**src/rtl/ntd_pkg.sv**
```systemverilog
// Shared types, constants and helper functions of the mesh traffic destination block.
package ntd_pkg;

    // Node count cap used when the address width is worked out.
    localparam int MAX_NODES = 256;

    localparam int NODE_W  = 8;
    localparam int DIM_W   = 5;
    localparam int COORD_W = 4;
    localparam int NBITS_W = 4;
    localparam int RECIP_W = 13;
    localparam int RECIP_SHIFT = 12;

    // Configuration register indexes.
    localparam logic [1:0] CFG_MESH_WIDTH      = 2'd0;
    localparam logic [1:0] CFG_MESH_HEIGHT     = 2'd1;
    localparam logic [1:0] CFG_TRAFFIC_PATTERN = 2'd2;

    typedef enum logic [2:0] {
        PAT_TRANSPOSE1 = 3'd0,
        PAT_TRANSPOSE2 = 3'd1,
        PAT_BIT_REV    = 3'd2,
        PAT_SHUFFLE    = 3'd3,
        PAT_BUTTERFLY  = 3'd4
    } ntd_pattern_t;

    localparam logic [DIM_W-1:0] MESH_WIDTH_RST  = 5'd4;
    localparam logic [DIM_W-1:0] MESH_HEIGHT_RST = 5'd4;

    // Coordinates of one word after the divide stage.
    typedef struct packed {
        logic [NODE_W-1:0]  src;
        logic [COORD_W-1:0] sx;
        logic [NODE_W-1:0]  sy;
    } ntd_coord_t;

    // A zero dimension counts as one, anything above sixteen as sixteen.
    function automatic logic [DIM_W-1:0] dim_eff(input logic [DIM_W-1:0] v);
        logic [DIM_W-1:0] r;
        if (v == '0)
            r = 5'd1;
        else if (v > 5'd16)
            r = 5'd16;
        else
            r = v;
        return r;
    endfunction

    // floor(4096 / w) for the legal mesh widths.
    function automatic logic [RECIP_W-1:0] recip(input logic [DIM_W-1:0] w);
        logic [RECIP_W-1:0] r;
        case (w)
            5'd1:    r = 13'd4096;
            5'd2:    r = 13'd2048;
            5'd3:    r = 13'd1365;
            5'd4:    r = 13'd1024;
            5'd5:    r = 13'd819;
            5'd6:    r = 13'd682;
            5'd7:    r = 13'd585;
            5'd8:    r = 13'd512;
            5'd9:    r = 13'd455;
            5'd10:   r = 13'd409;
            5'd11:   r = 13'd372;
            5'd12:   r = 13'd341;
            5'd13:   r = 13'd315;
            5'd14:   r = 13'd292;
            5'd15:   r = 13'd273;
            default: r = 13'd256;
        endcase
        return r;
    endfunction

endpackage

```
**src/rtl/ntd_src_if.sv**
```systemverilog
// Handshake channel that carries source node words into the block.
interface ntd_src_if;
    logic                      valid;
    logic                      ready;
    logic [ntd_pkg::NODE_W-1:0] source_node;

    modport source (output valid, output source_node, input ready);
    modport sink (input valid, input source_node, output ready);
endinterface

```
**src/rtl/ntd_dst_if.sv**
```systemverilog
// Handshake channel that carries destination node words out of the block.
interface ntd_dst_if;
    logic                      valid;
    logic                      ready;
    logic [ntd_pkg::NODE_W-1:0] dest_node;

    modport source (output valid, output dest_node, input ready);
    modport sink (input valid, input dest_node, output ready);
endinterface

```
**src/rtl/ntd_divmod.sv**
```systemverilog
// Two-stage pipelined split of a node id into mesh column and row.
module ntd_divmod (
    input  logic                          clk,
    input  logic                          rst_n,
    input  logic                          in_valid,
    output logic                          in_ready,
    input  logic [ntd_pkg::NODE_W-1:0]    in_src,
    input  logic [ntd_pkg::DIM_W-1:0]     width,
    output logic                          out_valid,
    input  logic                          out_ready,
    output ntd_pkg::ntd_coord_t           out_crd
);

    localparam int PROD_W = ntd_pkg::NODE_W + ntd_pkg::RECIP_W;

    logic                          a_valid_reg;
    logic [ntd_pkg::NODE_W-1:0]    a_src_reg;
    logic [ntd_pkg::NODE_W-1:0]    a_q_reg;
    logic [ntd_pkg::NODE_W-1:0]    a_q_next;
    logic [PROD_W-1:0]             a_prod;
    logic                          a_ready;

    logic                          b_valid_reg;
    ntd_pkg::ntd_coord_t           b_crd_reg;
    ntd_pkg::ntd_coord_t           b_crd_next;
    logic                          b_ready;
    logic [ntd_pkg::NODE_W+ntd_pkg::DIM_W-1:0] b_qw;
    logic [ntd_pkg::NODE_W:0]      b_rem;

    assign b_ready  = !b_valid_reg || out_ready;
    assign a_ready  = !a_valid_reg || b_ready;
    assign in_ready = a_ready;

    // The truncated reciprocal gives the quotient or one less than it.
    assign a_prod   = PROD_W'(in_src) * PROD_W'(ntd_pkg::recip(width));
    assign a_q_next = a_prod[ntd_pkg::RECIP_SHIFT +: ntd_pkg::NODE_W];

    always_comb
    begin
        b_qw  = (ntd_pkg::NODE_W+ntd_pkg::DIM_W)'(a_q_reg)
              * (ntd_pkg::NODE_W+ntd_pkg::DIM_W)'(width);
        b_rem = (ntd_pkg::NODE_W+1)'(a_src_reg) - b_qw[ntd_pkg::NODE_W:0];
        b_crd_next.src = a_src_reg;
        if (b_rem >= (ntd_pkg::NODE_W+1)'(width))
        begin
            b_crd_next.sx = ntd_pkg::COORD_W'(b_rem - (ntd_pkg::NODE_W+1)'(width));
            b_crd_next.sy = a_q_reg + 8'd1;
        end
        else
        begin
            b_crd_next.sx = b_rem[ntd_pkg::COORD_W-1:0];
            b_crd_next.sy = a_q_reg;
        end
    end

    always_ff @(posedge clk or negedge rst_n)
    begin
        if (!rst_n)
        begin
            a_valid_reg <= 1'b0;
            b_valid_reg <= 1'b0;
        end
        else
        begin
            if (a_ready)
                a_valid_reg <= in_valid;
            if (b_ready)
                b_valid_reg <= a_valid_reg;
        end
    end

    always_ff @(posedge clk)
    begin
        if (a_ready && in_valid)
        begin
            a_src_reg <= in_src;
            a_q_reg   <= a_q_next;
        end
        if (b_ready && a_valid_reg)
            b_crd_reg <= b_crd_next;
    end

    assign out_valid = b_valid_reg;
    assign out_crd   = b_crd_reg;

endmodule

```
**src/rtl/noc_traffic_destination_top.sv**
```systemverilog
// Synthetic mesh traffic destination generator, top level.
//
// Each word on the src channel carries a source node number; the block answers
// one word on the dst channel with the destination node under the configured
// pattern: transpose1, transpose2, bit reversal, perfect shuffle or butterfly.
// Node ids are row-major over a mesh_width by mesh_height mesh.
// Configuration goes through cfg_we / cfg_index / cfg_data: index 0 is the mesh
// width, 1 the mesh height, 2 the pattern. Write it only while no word is in
// flight.
// A word passes the three register stages in order: reciprocal multiply,
// remainder correction, then pattern and output register. The block takes one
// word per cycle while dst is ready; each stage takes a new word every cycle
// unless the stage ahead of it is stalled.
// Reset clears all valid bits and loads a 4 by 4 mesh with transpose1.
// When the receiver stalls, the output register holds its word and each
// stage keeps its own until the one ahead frees; src stays ready while any
// stage behind a stalled word is empty.
module noc_traffic_destination_top #(
    parameter int MAX_NODES = ntd_pkg::MAX_NODES
) (
    input  logic                        clk,
    input  logic                        rst_n,
    ntd_src_if.sink                     src,
    ntd_dst_if.source                   dst,
    input  logic                        cfg_we,
    input  logic [1:0]                  cfg_index,
    input  logic [ntd_pkg::DIM_W-1:0]   cfg_data
);

    localparam int NODES_W = ntd_pkg::NODE_W + 1;
    localparam int CAP_W   = 13;

    logic [ntd_pkg::DIM_W-1:0]   mesh_width_reg;
    logic [ntd_pkg::DIM_W-1:0]   mesh_height_reg;
    logic [2:0]                  traffic_pattern_reg;

    logic [ntd_pkg::DIM_W-1:0]   w_eff;
    logic [ntd_pkg::DIM_W-1:0]   h_eff;
    logic [NODES_W-1:0]          nodes;
    logic [ntd_pkg::NBITS_W-1:0] nbits;

    logic                        crd_valid;
    logic                        crd_ready;
    ntd_pkg::ntd_coord_t         crd;

    logic                        o_valid_reg;
    logic [ntd_pkg::NODE_W-1:0]  o_dest_reg;
    logic [ntd_pkg::NODE_W-1:0]  o_dest_next;

    logic [ntd_pkg::COORD_W-1:0] dx;
    logic [ntd_pkg::COORD_W-1:0] dy;
    logic [NODES_W-1:0]          trans_dest;
    logic [ntd_pkg::NODE_W-1:0]  bit_dest;

    // ceil(log2(n)) for n from 1 to 256.
    function automatic logic [ntd_pkg::NBITS_W-1:0] clog2_nodes(input logic [NODES_W-1:0] n);
        logic [ntd_pkg::NBITS_W-1:0] r;
        r = '0;
        for (int b = 0; b < NODES_W; b++)
        begin
            if ((NODES_W'(1) << b) < n)
                r = ntd_pkg::NBITS_W'(b + 1);
        end
        return r;
    endfunction

    function automatic logic [ntd_pkg::NODE_W-1:0] bit_reverse(
        input logic [ntd_pkg::NODE_W-1:0] s, input logic [ntd_pkg::NBITS_W-1:0] nb);
        logic [ntd_pkg::NODE_W-1:0]  d;
        logic [ntd_pkg::NBITS_W-1:0] k;
        d = '0;
        for (int i = 0; i < ntd_pkg::NODE_W; i++)
        begin
            k = nb - 4'd1 - ntd_pkg::NBITS_W'(i);
            if (i < int'(nb))
                d[i] = s[k[2:0]];
        end
        return d;
    endfunction

    // Rotate left by one within the low nb bits.
    function automatic logic [ntd_pkg::NODE_W-1:0] shuffle(
        input logic [ntd_pkg::NODE_W-1:0] s, input logic [ntd_pkg::NBITS_W-1:0] nb);
        logic [ntd_pkg::NODE_W-1:0]  d;
        logic [ntd_pkg::NBITS_W-1:0] top;
        d   = '0;
        top = nb - 4'd1;
        for (int i = 0; i < ntd_pkg::NODE_W - 1; i++)
        begin
            if (i + 1 < int'(nb))
                d[i+1] = s[i];
        end
        if (nb != '0)
            d[0] = s[top[2:0]];
        return d;
    endfunction

    // Swap the top and bottom bits within the low nb bits; a single bit stays put.
    function automatic logic [ntd_pkg::NODE_W-1:0] butterfly(
        input logic [ntd_pkg::NODE_W-1:0] s, input logic [ntd_pkg::NBITS_W-1:0] nb);
        logic [ntd_pkg::NODE_W-1:0]  d;
        logic [ntd_pkg::NBITS_W-1:0] top;
        d   = '0;
        top = nb - 4'd1;
        for (int i = 1; i < ntd_pkg::NODE_W - 1; i++)
        begin
            if (i + 1 < int'(nb))
                d[i] = s[i];
        end
        if (nb != '0)
        begin
            d[0]        = s[top[2:0]];
            d[top[2:0]] = s[0];
        end
        return d;
    endfunction

    always_ff @(posedge clk or negedge rst_n)
    begin
        if (!rst_n)
        begin
            mesh_width_reg      <= ntd_pkg::MESH_WIDTH_RST;
            mesh_height_reg     <= ntd_pkg::MESH_HEIGHT_RST;
            traffic_pattern_reg <= ntd_pkg::PAT_TRANSPOSE1;
        end
        else if (cfg_we)
        begin
            unique case (cfg_index)
                ntd_pkg::CFG_MESH_WIDTH:      mesh_width_reg      <= cfg_data;
                ntd_pkg::CFG_MESH_HEIGHT:     mesh_height_reg     <= cfg_data;
                ntd_pkg::CFG_TRAFFIC_PATTERN: traffic_pattern_reg <= cfg_data[2:0];
                default:                      ;
            endcase
        end
    end

    always_comb
    begin
        w_eff = ntd_pkg::dim_eff(mesh_width_reg);
        h_eff = ntd_pkg::dim_eff(mesh_height_reg);
        nodes = NODES_W'(w_eff) * NODES_W'(h_eff);
        if (CAP_W'(nodes) > CAP_W'(MAX_NODES))
            nodes = NODES_W'(MAX_NODES);
        nbits = clog2_nodes(nodes);
    end

    ntd_divmod u_divmod (
        .clk       (clk),
        .rst_n     (rst_n),
        .in_valid  (src.valid),
        .in_ready  (src.ready),
        .in_src    (src.source_node),
        .width     (w_eff),
        .out_valid (crd_valid),
        .out_ready (crd_ready),
        .out_crd   (crd)
    );

    assign crd_ready = !o_valid_reg || dst.ready;

    // Transposes clamp into the mesh; the column stays below the width already.
    always_comb
    begin
        if (traffic_pattern_reg == ntd_pkg::PAT_TRANSPOSE1)
        begin
            if (crd.sy >= ntd_pkg::NODE_W'(w_eff))
                dx = '0;
            else
                dx = ntd_pkg::COORD_W'(w_eff - 5'd1 - ntd_pkg::DIM_W'(crd.sy));
            if (ntd_pkg::DIM_W'(crd.sx) >= h_eff)
                dy = '0;
            else
                dy = ntd_pkg::COORD_W'(h_eff - 5'd1 - ntd_pkg::DIM_W'(crd.sx));
        end
        else
        begin
            if (crd.sy >= ntd_pkg::NODE_W'(w_eff))
                dx = ntd_pkg::COORD_W'(w_eff - 5'd1);
            else
                dx = crd.sy[ntd_pkg::COORD_W-1:0];
            if (ntd_pkg::DIM_W'(crd.sx) >= h_eff)
                dy = ntd_pkg::COORD_W'(h_eff - 5'd1);
            else
                dy = crd.sx;
        end
        trans_dest = NODES_W'(dy) * NODES_W'(w_eff) + NODES_W'(dx);

        case (traffic_pattern_reg)
            ntd_pkg::PAT_BIT_REV:   bit_dest = bit_reverse(crd.src, nbits);
            ntd_pkg::PAT_SHUFFLE:   bit_dest = shuffle(crd.src, nbits);
            ntd_pkg::PAT_BUTTERFLY: bit_dest = butterfly(crd.src, nbits);
            default:                bit_dest = '0;
        endcase

        case (traffic_pattern_reg) inside
            ntd_pkg::PAT_TRANSPOSE1,
            ntd_pkg::PAT_TRANSPOSE2: o_dest_next = trans_dest[ntd_pkg::NODE_W-1:0];
            default:                 o_dest_next = bit_dest;
        endcase
    end

    always_ff @(posedge clk or negedge rst_n)
    begin
        if (!rst_n)
            o_valid_reg <= 1'b0;
        else if (crd_ready)
            o_valid_reg <= crd_valid;
    end

    always_ff @(posedge clk)
    begin
        if (crd_ready && crd_valid)
            o_dest_reg <= o_dest_next;
    end

    assign dst.valid     = o_valid_reg;
    assign dst.dest_node = o_dest_reg;

`ifndef SYNTH
    // A word reaches the output register only from the coordinate stage.
    a_out_from_crd: assert property (@(posedge clk) disable iff (!rst_n)
        $rose(o_valid_reg) |-> $past(crd_valid))
        else $error("output word appeared without a coordinate word behind it");

    // A coordinate word blocked by a full output register is kept intact.
    a_crd_hold: assert property (@(posedge clk) disable iff (!rst_n)
        crd_valid && !crd_ready |=> crd_valid && $stable(crd))
        else $error("coordinate word lost or changed while stalled");

    // Bit patterns never set bits at or above the address width.
    a_bits_in_range: assert property (@(posedge clk) disable iff (!rst_n)
        (bit_dest >> nbits) == '0)
        else $error("bit pattern result wider than the node address");
`endif

endmodule
```
**src/flat_wrapper.sv**
```systemverilog
// flat-port wrapper written by rule: the top's interface ports become plain ports
module noc_traffic_destination_top_flat 
#(
    parameter int MAX_NODES = ntd_pkg::MAX_NODES
)
  (clk, rst_n, cfg_we, cfg_index, cfg_data, src_valid, src_source_node, src_ready, dst_valid, dst_dest_node, dst_ready);
  ntd_src_if src_i ();
  ntd_dst_if dst_i ();
  input  logic clk;
  input  logic rst_n;
  input  logic cfg_we;
  input  logic [1:0] cfg_index;
  input  logic [ntd_pkg::DIM_W-1:0] cfg_data;
  input wire logic [$bits(src_i.valid)-1:0] src_valid;
  input wire logic [$bits(src_i.source_node)-1:0] src_source_node;
  output wire logic [$bits(src_i.ready)-1:0] src_ready;
  output wire logic [$bits(dst_i.valid)-1:0] dst_valid;
  output wire logic [$bits(dst_i.dest_node)-1:0] dst_dest_node;
  input wire logic [$bits(dst_i.ready)-1:0] dst_ready;
  assign src_i.valid = src_valid;
  assign src_i.source_node = src_source_node;
  assign src_ready = src_i.ready;
  assign dst_valid = dst_i.valid;
  assign dst_dest_node = dst_i.dest_node;
  assign dst_i.ready = dst_ready;
  noc_traffic_destination_top #(.MAX_NODES(MAX_NODES)) u_core (.clk(clk), .rst_n(rst_n), .src(src_i), .dst(dst_i), .cfg_we(cfg_we), .cfg_index(cfg_index), .cfg_data(cfg_data));
endmodule
```
**config.mk**
```make
export PLATFORM = sky130hd
export DESIGN_NAME = noc_traffic_destination_top_flat
export DESIGN_NICKNAME = d
export VERILOG_FILES = /design/src/rtl/ntd_pkg.sv /design/src/rtl/ntd_src_if.sv /design/src/rtl/ntd_dst_if.sv /design/src/rtl/ntd_divmod.sv /design/src/rtl/noc_traffic_destination_top.sv /design/src/flat_wrapper.sv
export SDC_FILE = /design/constraint.sdc
export NUM_CORES = 1
export LEC_CHECK = 0
export BUFFER_PORTS_ARGS = -buffer_cell sky130_fd_sc_hd__buf_2
export CAP_MARGIN = 20
export CORE_UTILIZATION = 44
export CTS_BUF_LIST = sky130_fd_sc_hd__clkbuf_4 sky130_fd_sc_hd__clkbuf_8
export DETAILED_ROUTE_END_ITERATION = 16
export REMOVE_ABC_BUFFERS = 1
export SYNTH_ARGS = -nofsm -noshare
export SYNTH_HDL_FRONTEND = slang
export SYNTH_SLANG_ARGS = --single-unit
```
**constraint.sdc**
```tcl
create_clock -name clk -period 16.9 [get_ports clk]
set_clock_uncertainty 0.15 [all_clocks]
set_input_delay 0.845 -clock clk [delete_from_list [all_inputs] [get_ports clk]]
set_output_delay 0.845 -clock clk [all_outputs]
set_load 0.02 [all_outputs]
```
* Word-level counts from Yosys, hierarchy flattened
Memories as Yosys holds them, arrays and structs flattened. Index checks and enable logic that the tools add are counted.
Storage, ports and cells: memories kept 1, register bits after elaboration 60, word-level logic and storage cells 156, output and inout port bits 10, ROM bits 208, bits of input ports 20
Cells by class: add/sub/neg operators 16, multiplexer cells 66, equality and inequality tests 6, reductions and logical operators 19, $mul 4, magnitude comparators 32
Memories:
- (name not given) | words 16, bits a word 13, rd ports 1, clocked after Yosys merged registers in 0, wr ports 0, line ntd_pkg.sv:52 | case (w)
Operator list (number):
- 3-bit by 4-bit < comparator with 1-bit output (second input constant) | 8
- 1-bit two-way mux | 32
- 4-bit two-way mux | 8
- 1-bit binary-select mux with 3-bit select | 8
- 8-bit case mux with 3 select lines | 1
- 8-bit by 13-bit multiplier with 20-bit output | 1
- 5-bit two-way mux | 4
- 3-bit by 4-bit < comparator with 1-bit output (first input constant) | 4
- 8-bit two-way mux | 2
- 13-bit two-way mux | 1
- 12-bit two-way mux | 1
- 3-bit two-way mux | 4
- 3-bit subtractor (second input constant) | 4
- 4-bit subtractor | 3
- 5-bit greater-than comparator (second input constant) | 2
- 5-bit zero test | 2
- 9-bit by 5-bit greater-or-equal comparator with 1-bit output | 1
- 9-bit greater-than comparator (second input constant) | 1
- 1-bit by 9-bit < comparator with 1-bit output (first input constant) | 1
- 2-bit by 9-bit < comparator with 1-bit output (first input constant) | 1
- 3-bit by 9-bit < comparator with 1-bit output (first input constant) | 1
- 4-bit by 9-bit < comparator with 1-bit output (first input constant) | 1
- 5-bit by 9-bit < comparator with 1-bit output (first input constant) | 1
- 6-bit by 9-bit < comparator with 1-bit output (first input constant) | 1
- 34 further kinds | 50

* Logic depth before layout (Yosys ltp)
Gate-level depths: netlist of run 1.
word-level depth 25, depth in mapped cells 30, depth with buffers taken out 29

* By module
From an unflattened synthesis of run 1, not the netlist that was laid out.
Second synthesis, totals: cell total of the unflattened synthesis 1080, area, all modules 9932.0 um^2
By module, submodules not included:
- ntd_divmod | area an instance 5903.2 um^2, instances 1, cells an instance 612, seq. area each 1131.1 um^2
- noc_traffic_destination_top | area an instance 4028.9 um^2, instances 1, cells an instance 468, seq. area each 593.1 um^2

* Least setup slack after synthesis of run 1
OpenSTA, ideal clock, no wires.
path kind register to register, from reg u_core.mesh_width_reg[3] (netlist name), to reg u_core.o_dest_reg (netlist bit u_core.dst.dest_node[3]) (data pin), path buffers 3, data arrival time 7.033 ns, clock period less this slack 7.446 ns, slack 9.454 ns, setup time 0.264 ns, stages on the path, launching flop included 27, required time 16.486 ns, path through dfrtp_1 -> buf_6 -> nor3_1 -> nor2_1 -> nor2_1 -> clkbuf_1 -> nand2_1 -> fa_1 -> fa_1 -> fa_1 -> inv_1 -> ha_1 -> nor2b_1 -> o31ai_1 -> a21oi_1 -> xnor2_1 -> and4_1 -> a21oi_1 -> or2_2 -> ha_1 -> clkbuf_1 -> clkinv_1 -> ha_1 -> o21ai_0 -> mux2_2 -> a221oi_1 -> nand2_1
On the way: cells in the longest elaborated chain, start to end 25, elaborated cells between the ends (all ways) 53, classes of those cells 5 x add/sub; 2 x mul; 16 x order compare; 27 x mux; 3 x reduce/logical
Ends and longest elaborated chain:
- from (decl) | line noc_traffic_destination_top.sv:33 | logic [ntd_pkg::DIM_W-1:0] mesh_width_reg;
- from (signal assigned) | line noc_traffic_destination_top.sv:122 | mesh_width_reg <= ntd_pkg::MESH_WIDTH_RST;
- from (signal assigned) | line noc_traffic_destination_top.sv:129 | ntd_pkg::CFG_MESH_WIDTH: mesh_width_reg <= cfg_data;
- 5-bit greater-than comparator | line ntd_pkg.sv:42 | else if (v > 5'd16)
- 5-bit two-way mux | line ntd_pkg.sv:42
- 5-bit two-way mux * | line ntd_pkg.sv:40 | if (v == '0)
- 5-bit by 5-bit multiplier with 9-bit output | line noc_traffic_destination_top.sv:141 | nodes = NODES_W'(w_eff) * NODES_W'(h_eff);
- 9-bit greater-than comparator | line noc_traffic_destination_top.sv:142 | if (CAP_W'(nodes) > CAP_W'(MAX_NODES))
- 9-bit two-way mux | line noc_traffic_destination_top.sv:142
- 1-bit by 9-bit < comparator with 1-bit output | line noc_traffic_destination_top.sv:61 | if ((NODES_W'(1) << b) < n)
- 1-bit two-way mux | line noc_traffic_destination_top.sv:61
- [... 10 more ...]
- 1-bit logical AND (not written as such) | line noc_traffic_destination_top.sv:113 | d[top[2:0]] = s[0];
- 1-bit two-way mux (not written as such) | line noc_traffic_destination_top.sv:113
- 1-bit demux with 3-bit select
- 8-bit bitwise mux | line noc_traffic_destination_top.sv:113
- 8-bit two-way mux | line noc_traffic_destination_top.sv:110 | if (nb != '0)
- 8-bit case mux with 3 select lines | line noc_traffic_destination_top.sv:188 | case (traffic_pattern_reg)
- 8-bit two-way mux * | line noc_traffic_destination_top.sv:195 | case (traffic_pattern_reg) inside
- via u_core.o_dest_next, one bit | line noc_traffic_destination_top.sv:48 | logic [ntd_pkg::NODE_W-1:0] o_dest_next;
- to (signal assigned) | line noc_traffic_destination_top.sv:213 | o_dest_reg <= o_dest_next;
- to (decl) | line noc_traffic_destination_top.sv:47 | logic [ntd_pkg::NODE_W-1:0] o_dest_reg;
Mark *: on every way through the listed nets, which the timed path passes. The rest lies on a longest branch. The select of a mux whose other input is x is not followed. A chain may end at the register's enable or synchronous reset.

* Worst setup path in the final report of run 1
from reg u_core.mesh_width_reg[4] (netlist name), to reg u_core.o_dest_reg (netlist bit u_core.dst.dest_node[3]) (data pin)
Same word-level chain as after synthesis.

==> flow_summary.toml, run 1 <==
[grt]
grt_pass1_wl_um = 40150
grt_pass1_vias = 7822
grt-ovfl-total = 0
grt_max_degree = 27
grt.total_usage_pct = 21.75
grt_antenna_before_repair = 0

[timing]
timing.final.crit_period_ps = 8290
setup-violations-final = 0
fmax_ghz = 0.1206
tightest_slew_ps = 880.5
finalHoldViolCount = 0
period_share_pct = 49.05
drv_slew = 0
fin_tns_setup_ps = 0
grt_setup_unrepaired = "false"
max-slew-margin-rel_pct = 41.30

[final_layout]
drive_above_1_share_pct = 8.641
final_cell_area_mm2 = 0.01052
fillCellCount = 2056
largest_reg_flops = 20
areaGrowthSynthToFinish_pct = 5.958
antenna_cells = 0
nets = 1350
instances_no_fill = 1391

[cts]
root_buffer = "clkbuf_8"
postCtsHoldBufs = 0
clk_pin_slew_worst_paths_ps = 80
htreeDepth = 3
cts_buffers = 9
clock_path_buffers = 2
tritoncts = "built"
post-cts-setup-buffers = 0
ctsResizeCount = 0
clkLatencyLatePin_ps = 350
cts.sinks = 60

[route]
drt-initial-drc-count = 478
ant_nets = 0
drcViolationCount = 0
num_vias = 7652
routedWlPerCell_um = 17.09
routed_wirelength_um = 23780
via_per_inst = 5.501
firstDrtPassIters = 5

[setup_path]
path_cells = "buf_4 -> inv_1 -> nand2_1 -> or2_2 -> fa_1 -> fa_1 -> fa_1 -> inv_1 -> ha_1 -> nor2b_1 -> o31ai_1 -> a21oi_1 -> xnor2_1 -> and4_1 -> a21oi_1 -> or2_2 -> ha_1 -> clkinv_1 -> ha_1 -> o21ai_0 -> mux2_2 -> a221oi_1 -> nand2_1"
crit_type = "register to register"
startpoint_type = "register"
cp_max_fo = 24
cp_top_family = "adder cells"
critical_path_buf_inv_count = 4
critPathCaptureType = "register"
arrival_ps = 8240
cpPeakStageDelay_ps = 560
slowest_stage = "xnor2_1"
worstPathRequired_ps = 16850

[power]
power.leakage_nw = 4.961
ir_drop_uv = 152.3
p_per_area_mw_per_mm2 = 204.9
fin_total_pwr_mw = 2.157

[yosys]
synthMuxAreaShare_pct = 4.510
syn_avg_cell_area_um2 = 9.079
synth_warnings = 0
ys_seq_elements = 60
synth_simple_gate_area_share_pct = 18.29
netlist_area_mm2 = 0.009932
synthFlopType = "edfxtp_1"
synth_compound_area_share_pct = 11.43
synth-async-reset-ratio_pct = 26.67
synth_top_family_by_area = "adder cells"
synthCells = 1094
synth_fa_ha_area_share_pct = 35.93
synth_cell_types = 76
synth_edf_count = 44
yosys.area_share.xor_xnor_pct = 5.266
synth_area_leaders = "fa_1, ha_1, edfxtp_1"
ys_seq_area_share_pct = 17.36
synth_top_area_share_pct = 20.56
yosys.area.top_type = "fa_1"

[placement]
port_buffers = 29
gp_congestion = 0.8838
place_hpwl_um = 19400
place_area_mm2 = 0.01034
dp_cells = 1375

[floorplanning]
num_rows = 54
fp.dieW_um = 152.2
die_y_um = 152.2
die_area_mm2 = 0.02318
ios = 30
coreArea_mm2 = 0.02196
start_util_pct = 45.23

[flow_run]
cap_violations = 0

[run_status]
status = "completed"

[worst_hold_path]
hold_class = "input port to async pin"
path summary, 6_finish.rpt:
check,slack (ps),endpoint,cells past startpoint,start
setup / recovery,8610,u_core.dst.dest_node[3]$_DFFE_PP_,23,u_core.mesh_width_reg[4]$_DFFE_PN0P_
hold / removal,240,u_core.traffic_pattern_reg[0]$_DFFE_PN0P_,1,rst_n
setup reg to reg,8610,u_core.dst.dest_node[3]$_DFFE_PP_,23,u_core.mesh_width_reg[4]$_DFFE_PN0P_
hold reg to reg,350,u_core.u_divmod.out_valid$_DFFE_PN0P_,1,u_core.u_divmod.a_valid_reg$_DFFE_PN0N_
max in group asynchronous,16050,u_core.mesh_width_reg[2]$_DFFE_PN1P_,1,rst_n
min in group clk,350,u_core.u_divmod.out_valid$_DFFE_PN0P_,1,u_core.u_divmod.a_valid_reg$_DFFE_PN0N_
cells in the final DEF (no fill, tap or decap), types with 8 or more instances in the layout:
cell,instances
mux2i_1,11
nor3_1,11
clkbuf_8,9
fa_1,102
inv_1,147
mux2_2,16
and2_1,59
ha_1,122
nand3_1,10
and3_1,18
a21o_1,11
dfrtp_1,14
o21ai_0,40
buf_4,9
nand2b_1,20
edfxtp_1,44
nor2_1,60
a211oi_1,8
nand2_1,139
xor2_1,12
a31oi_1,8
buf_2,29
nor2b_1,11
a21oi_1,33
xnor2_1,40
Yosys cell counts (12+ instances only):
cell type  instances
inv_1            147
nand2_1          139
ha_1             122
fa_1             102
nor2_1            60
and2_1            59
edfxtp_1          44
o21ai_0           40
xnor2_1           40
a21oi_1           33
clkbuf_1          30
nand2b_1          20
and3_1            18
mux2_2            16
dfrtp_1           14
xor2_1            12
layout make-up:
cell class	instances	area, µm²	share of cell area, %
Timing Repair Buffer	38	212.7	2.021
Sequential cell	60	1724	16.38
Inverter	150	563.0	5.350
Clock buffer	9	123.9	1.177
Clock inverter	7	58.81	0.5588
Tap cell	280	350.3	3.329
Multi-Input combinational cell	847	7491	71.18
power breakdown:
group	leakage [nW]	internal, mW	switching (mW)
clock	0.0868	0.0551	0.0662
combinational	4.26	0.765	0.984
sequential	0.614	0.231	0.0550
total	4.96	1.05	1.11
metal layers:
metal	routed length, µm	track usage [%]	up-vias
met5	0	0	-
met4	459	5.005	0
met1	10670	28.39	3760
met2	11790	38.38	154
li1	-	-	3699
met3	861	2.673	39
cells by family after synthesis:
family / Yosys count
flops: 60
simple gates: 367
compound gates: 167
buf+inv: 187
xor+xnor: 55
mux: 34
fa+ha+maj: 224
per-stage QoR:
step | utilization [%] | worst slack (ps) | hold WS [ps]
floorplan | - | 9339 | 298.0
global placement | 47.09 | 8796 | 311.5
detailed placement | 47.09 | 8599 | 329.6
CTS | 47.93 | 8602 | 236.5
global route | 47.93 | 7797 | 263.4
finish | 47.93 | 8610 | 238.5
No activity file was read; power rests on OpenSTA's default activity.
==> run 2: changes to the inputs <==
clock period = 7.37 ns   (was 16.9 ns; I/O delays follow)
==> run 2 against run 1 <==
Compared with the run above: combinational power increased by 140%; worst setup slack got worse by 8200 ps; critical endpoint unchanged; sequential share of layout area decreased by 0.25 points; cell count increased by 1.2%.
==> flow_summary.toml, run 2 (synthesis results as in run 1) <==
[run_status]
status = "completed"

[placement]
dp_cells = 1391
dp_slack_ps = 232.2
place_area_mm2 = 0.01046
gp_congestion = 0.9221
port_buffers = 29
place_hpwl_um = 19480

[grt]
grt-ovfl-total = 0
grt_antenna_before_repair = 0
grt.total_usage_pct = 21.96
grt_pass1_wl_um = 40550
grt_pass1_vias = 7960
grt_max_degree = 26

[setup_path]
cp_max_fo = 10
critPathCaptureType = "register"
reg2reg_depth = 21
r2r_start = "u_core.mesh_height_reg[2]$_DFFE_PN1P_"
arrival_ps = 6870
startpoint_type = "register"
rrSetupSlack_ps = 450
regToRegEndpoint = "u_core.dst.dest_node[3]$_DFFE_PP_"
startpoint = "u_core.mesh_height_reg[2]$_DFFE_PN1P_"
crit_type = "register to register"
worstPathRequired_ps = 7310

[power]
power.leakage_nw = 5.059
ir_drop_uv = 478.1
sequentialPowerShare_pct = 12.8
clock_power_share_pct = 6.3
p_comb_share_pct = 80.9
p_per_area_mw_per_mm2 = 476.6
internal_power_mw = 2.513
netSwitchingPower_mw = 2.583
swShare_pct = 50.69
fin_total_pwr_mw = 5.095

[final_layout]
final_cell_area_mm2 = 0.01069
register_area_mm2 = 0.001725
fillCellCount = 2073
instances_no_fill = 1408
drive_above_1_share_pct = 10.28
nets = 1367
multi_input_area_mm2 = 0.007501
final_common_cell = "inv_1"
antenna_cells = 0
mostFrequentLayoutCells = "inv_1, nand2_1, ha_1, fa_1, nor2_1"
largest_reg_flops = 20
areaGrowthSynthToFinish_pct = 7.647

[route]
ant_nets = 0
firstDrtPassIters = 4
drcViolationCount = 0
routed_wirelength_um = 24240
via_per_inst = 5.477
drt-initial-drc-count = 525
routedWlPerCell_um = 17.22
num_vias = 7712

[floorplanning]
num_rows = 54
fp.dieW_um = 152.2
ios = 30
die_area_mm2 = 0.02318
start_util_pct = 45.23
die_y_um = 152.2
coreArea_mm2 = 0.02196

[timing]
whs_ps = 81.06
tightest_slew_ps = 1033
fmax_ghz = 0.1445
setup-violations-final = 0
timing.final.crit_period_ps = 6923
timing.final.ws_setup_ps = 447.3
grt_setup_unrepaired = "false"
period_share_pct = 93.93
drv_slew = 0
finalHoldViolCount = 0
max-slew-margin-rel_pct = 30.96

[flow_run]
cap_violations = 0

[cts]
htreeDepth = 3
root_buffer = "clkbuf_8"
tritoncts = "built"
clock_path_buffers = 2
cts.sinks = 60
cts_buffers = 9
clk_pin_slew_worst_paths_ps = 80
clkLatencyLatePin_ps = 350
post-cts-setup-buffers = 0

[worst_hold_path]
hold_depth = 2
hold_path_end = "u_core.u_divmod.a_valid_reg$_DFFE_PN0N_"
hold_class = "input port to register"
min_from = "src_valid"
==> run 2: repair_timing <==
item	CTS	global route
resized for setup	0	4
setup endpoints to repair	0	9
hold buffers	1	0
hold endpoints to repair	14	0
==> run 2: layout make-up <==
cell class | count | share of cell area [%]
Clock buffer | 9 | 1.159
Clock inverter | 7 | 0.7607
Inverter | 150 | 5.301
Multi-Input combinational cell | 847 | 70.16
Sequential cell | 60 | 16.14
Tap cell | 280 | 3.277
Timing Repair Buffer | 55 | 3.207
==> run 2: metrics by stage <==
step	util (%)	setup TNS, ps
floorplan	-	-190.9
global placement	47.64	0
detailed placement	47.64	0
CTS	48.62	0
global route	48.69	0
finish	48.69	0
==> run 2: worst max-delay path, stage by stage, from the launching register on <==
cell        delay, ps
dfstp_2           570
nand2b_1          190
or2_2             340
fa_1              470
fa_1              520
fa_1              550
inv_1              40
ha_1              360
nor2b_1           170
o31ai_1           240
a21oi_1           160
xnor2_1           280
and4_1            350
a21oi_1            90
or2_2             320
ha_2              500
clkinvlp_4        250
ha_1              280
o21ai_0           100
mux2_2            360
a221oi_1          300
nand2_1            80
==> run 2: worst max path at each step <==
stage	to	slack (ps)	cells past startpoint
2_1_floorplan	u_core.dst.dest_node[3]$_DFFE_PP_	-190	23
3_3_place_gp	u_core.dst.dest_node[3]$_DFFE_PP_	380	24
3_5_place_dp	u_core.dst.dest_node[3]$_DFFE_PP_	230	24
4_1_cts	u_core.dst.dest_node[3]$_DFFE_PP_	210	24
5_1_grt	u_core.dst.dest_node[3]$_DFFE_PP_	1	21
6_report	u_core.dst.dest_node[3]$_DFFE_PP_	450	21
==> run 2: power by group through the flow <==
stage	sequential [mW]	combinational [mW]	clock, mW
after global placement	0.657	4.01	0
final	0.651	4.12	0.320
after global routing	0.665	4.66	0.338
after detailed placement	0.656	4.06	0
after floorplan	0.645	3.07	0
after CTS	0.649	4.10	0.325
==> run 2: routing by layer <==
metal  wire length [µm]  share of wire (%)  vias to the layer above  GRT usage [%]
met3               1074                4.4                       33          2.617
met5                  0                  0                        -              0
met1              11010                 45                     3762          29.60
li1                   -                  -                     3733              -
met2              11710                 48                      184          37.52
met4                446                1.8                        0          5.442
==> run 3: changes to the inputs <==
CORE_UTILIZATION = 60   (was 44)
PLACE_DENSITY = 0.79   (was default)
==> run 3 against run 2 <==
Compared with the run above: register-to-register slack improved by 70 ps; largest cell class unchanged; critical path depth stayed put; worst hold slack worse by 6.4 ps; global-route usage increased by 8.2 points; critical path type unchanged; combinational power about the same; core utilization grew 18 points; die area shrank 26%.
==> flow_summary.toml, run 3 (synthesis results as in run 1) <==
[grt]
grt-ovfl-total = 0
grt_pass1_vias = 8091
grt.total_usage_pct = 30.21
grt_pass1_wl_um = 39680
grt_antenna_before_repair = 0
grt_max_degree = 26

[power]
sequentialPowerShare_pct = 12.8
swShare_pct = 50.69
netSwitchingPower_mw = 2.539
fin_total_pwr_mw = 5.009
ir_drop_uv = 592.0
p_comb_share_pct = 82.0
clock_power_share_pct = 5.2
p_per_area_mw_per_mm2 = 472.3
internal_power_mw = 2.470
power.leakage_nw = 5.058

[final_layout]
final_common_cell = "inv_1"
antenna_cells = 0
post-route-util_pct = 66.28
mostFrequentLayoutCells = "inv_1, nand2_1, ha_1, fa_1, nor2_1"
nets = 1369
areaGrowthSynthToFinish_pct = 6.778
largest_reg_flops = 20
drive_above_1_share_pct = 10.53

[timing]
max-slew-margin-rel_pct = 40.11
drv_slew = 0
period_share_pct = 93.04
tightest_slew_ps = 896.1
timing.final.crit_period_ps = 6857
grt_setup_unrepaired = "false"
fmax_ghz = 0.1458
whs_ps = 74.68
setup-violations-final = 0
finalHoldViolCount = 0
timing.final.ws_setup_ps = 512.7

[floorplanning]
coreArea_mm2 = 0.01600
ios = 30
die_area_mm2 = 0.01707
start_util_pct = 62.07
fp.dieW_um = 130.7
num_rows = 46
die_y_um = 130.7

[worst_hold_path]
hold_class = "input port to register"
hold_depth = 2

[setup_path]
reg2reg_depth = 21
worstPathRequired_ps = 7390
arrival_ps = 6880
crit_type = "register to register"
critPathCaptureType = "register"
cp_max_fo = 17
startpoint_type = "register"

[run_status]
status = "completed"

[route]
drcViolationCount = 0
via_per_inst = 5.929
num_vias = 7980
routed_wirelength_um = 23830
ant_nets = 0
firstDrtPassIters = 6
routedWlPerCell_um = 17.70
drt-initial-drc-count = 514

[placement]
dp_slack_ps = 371.7
port_buffers = 29
place_hpwl_um = 19090
gp_congestion = 0.9719

[cts]
clock_path_buffers = 2
cts.sinks = 60
tritoncts = "built"
cts_buffers = 9
clk_pin_slew_worst_paths_ps = 70
htreeDepth = 3
root_buffer = "clkbuf_8"
clkLatencyLatePin_ps = 340

[flow_run]
cap_violations = 0
run 3: cell count changes in the layout (fill, tap and decap cells not counted), sizes merged:
cell | before | now
buf | 54 | 56
inv | 152 | 149
clkinv | 2 | 6
bufinv | 1 | 0
run 3: per-stage QoR:
stage	TNS, ps	cell area, µm²	cells
after floorplan	-190.9	9778	1057
after global placement	0	10400	1329
after detailed placement	0	10400	1329
after CTS	0	10570	1346
after global routing	0	10610	1346
final	0	10610	1346
run 3: power by group through the flow:
stage / clock, mW / combinational (mW) / sequential (mW)
2_1_floorplan: 0 / 3.07 / 0.645
3_3_place_gp: 0 / 3.95 / 0.642
4_1_cts: 0.264 / 4.07 / 0.637
5_1_grt: 0.276 / 4.60 / 0.656
6_report: 0.261 / 4.11 / 0.642
3_5_place_dp: 0 / 4.04 / 0.643
run 3: layer usage:
layer | part of all wire [%] | GRT usage, % | vias to the layer above | routed length, µm
li1 | - | - | 3733 | -
met1 | 42 | 39.60 | 3886 | 10090
met2 | 48 | 51.82 | 300 | 11520
met3 | 6.2 | 3.827 | 61 | 1485
met4 | 3.1 | 10.14 | 0 | 729
met5 | 0 | 0 | - | 0
run 3: path summary, 6_finish.rpt:
| kind | start | end | slack (ps) |
|---|---|---|---|
| worst max-delay path | u_core.mesh_width_reg[1]$_DFFE_PN0P_ | u_core.u_divmod.a_q_reg[5]$_DFFE_PP_ | 510 |
| worst min-delay path | src_valid | u_core.u_divmod.a_valid_reg$_DFFE_PN0N_ | 70 |
| worst max register to register | u_core.mesh_width_reg[1]$_DFFE_PN0P_ | u_core.u_divmod.a_q_reg[5]$_DFFE_PP_ | 510 |
| worst min register to register | u_core.u_divmod.a_valid_reg$_DFFE_PN0N_ | u_core.u_divmod.out_valid$_DFFE_PN0P_ | 340 |
| max in group asynchronous | rst_n | u_core.mesh_width_reg[2]$_DFFE_PN1P_ | 6430 |
| min in group asynchronous | rst_n | u_core.traffic_pattern_reg[1]$_DFFE_PN0P_ | 320 |
run 3: layout make-up:
type,count,area [µm²]
sequential,60,1724
inverter,150,563.0
clock buffer,9,123.9
clock inverter,7,43.79
multi-input combinational,847,7522
fill,1343,5395
tap,216,270.3
timing repair buffer,57,357.8
run 3: worst max-delay path: stages, from the launching register on:
cell,delay (ps)
dfrtp_1,450
nor3_2,200
nor2_1,60
nor2_1,130
buf_4,260
ha_1,360
nand2_1,80
o21ai_0,90
a21oi_1,90
nor2_1,490
nand2_1,160
fa_1,530
inv_1,60
fa_1,510
fa_1,530
fa_1,510
ha_1,230
or4_1,490
a221o_1,360
a2111o_1,490
and2_4,190
o311ai_2,230
run 3: timing repair:
| action | 4_1_cts | 5_1_grt |
|---|---|---|
| gates resized for setup | 0 | 5 |
| hold buffers | 1 | 0 |
| endpoints found under the hold margin | 14 | 0 |
| setup buffers | 0 | 0 |
| endpoints found under the setup margin | 0 | 8 |
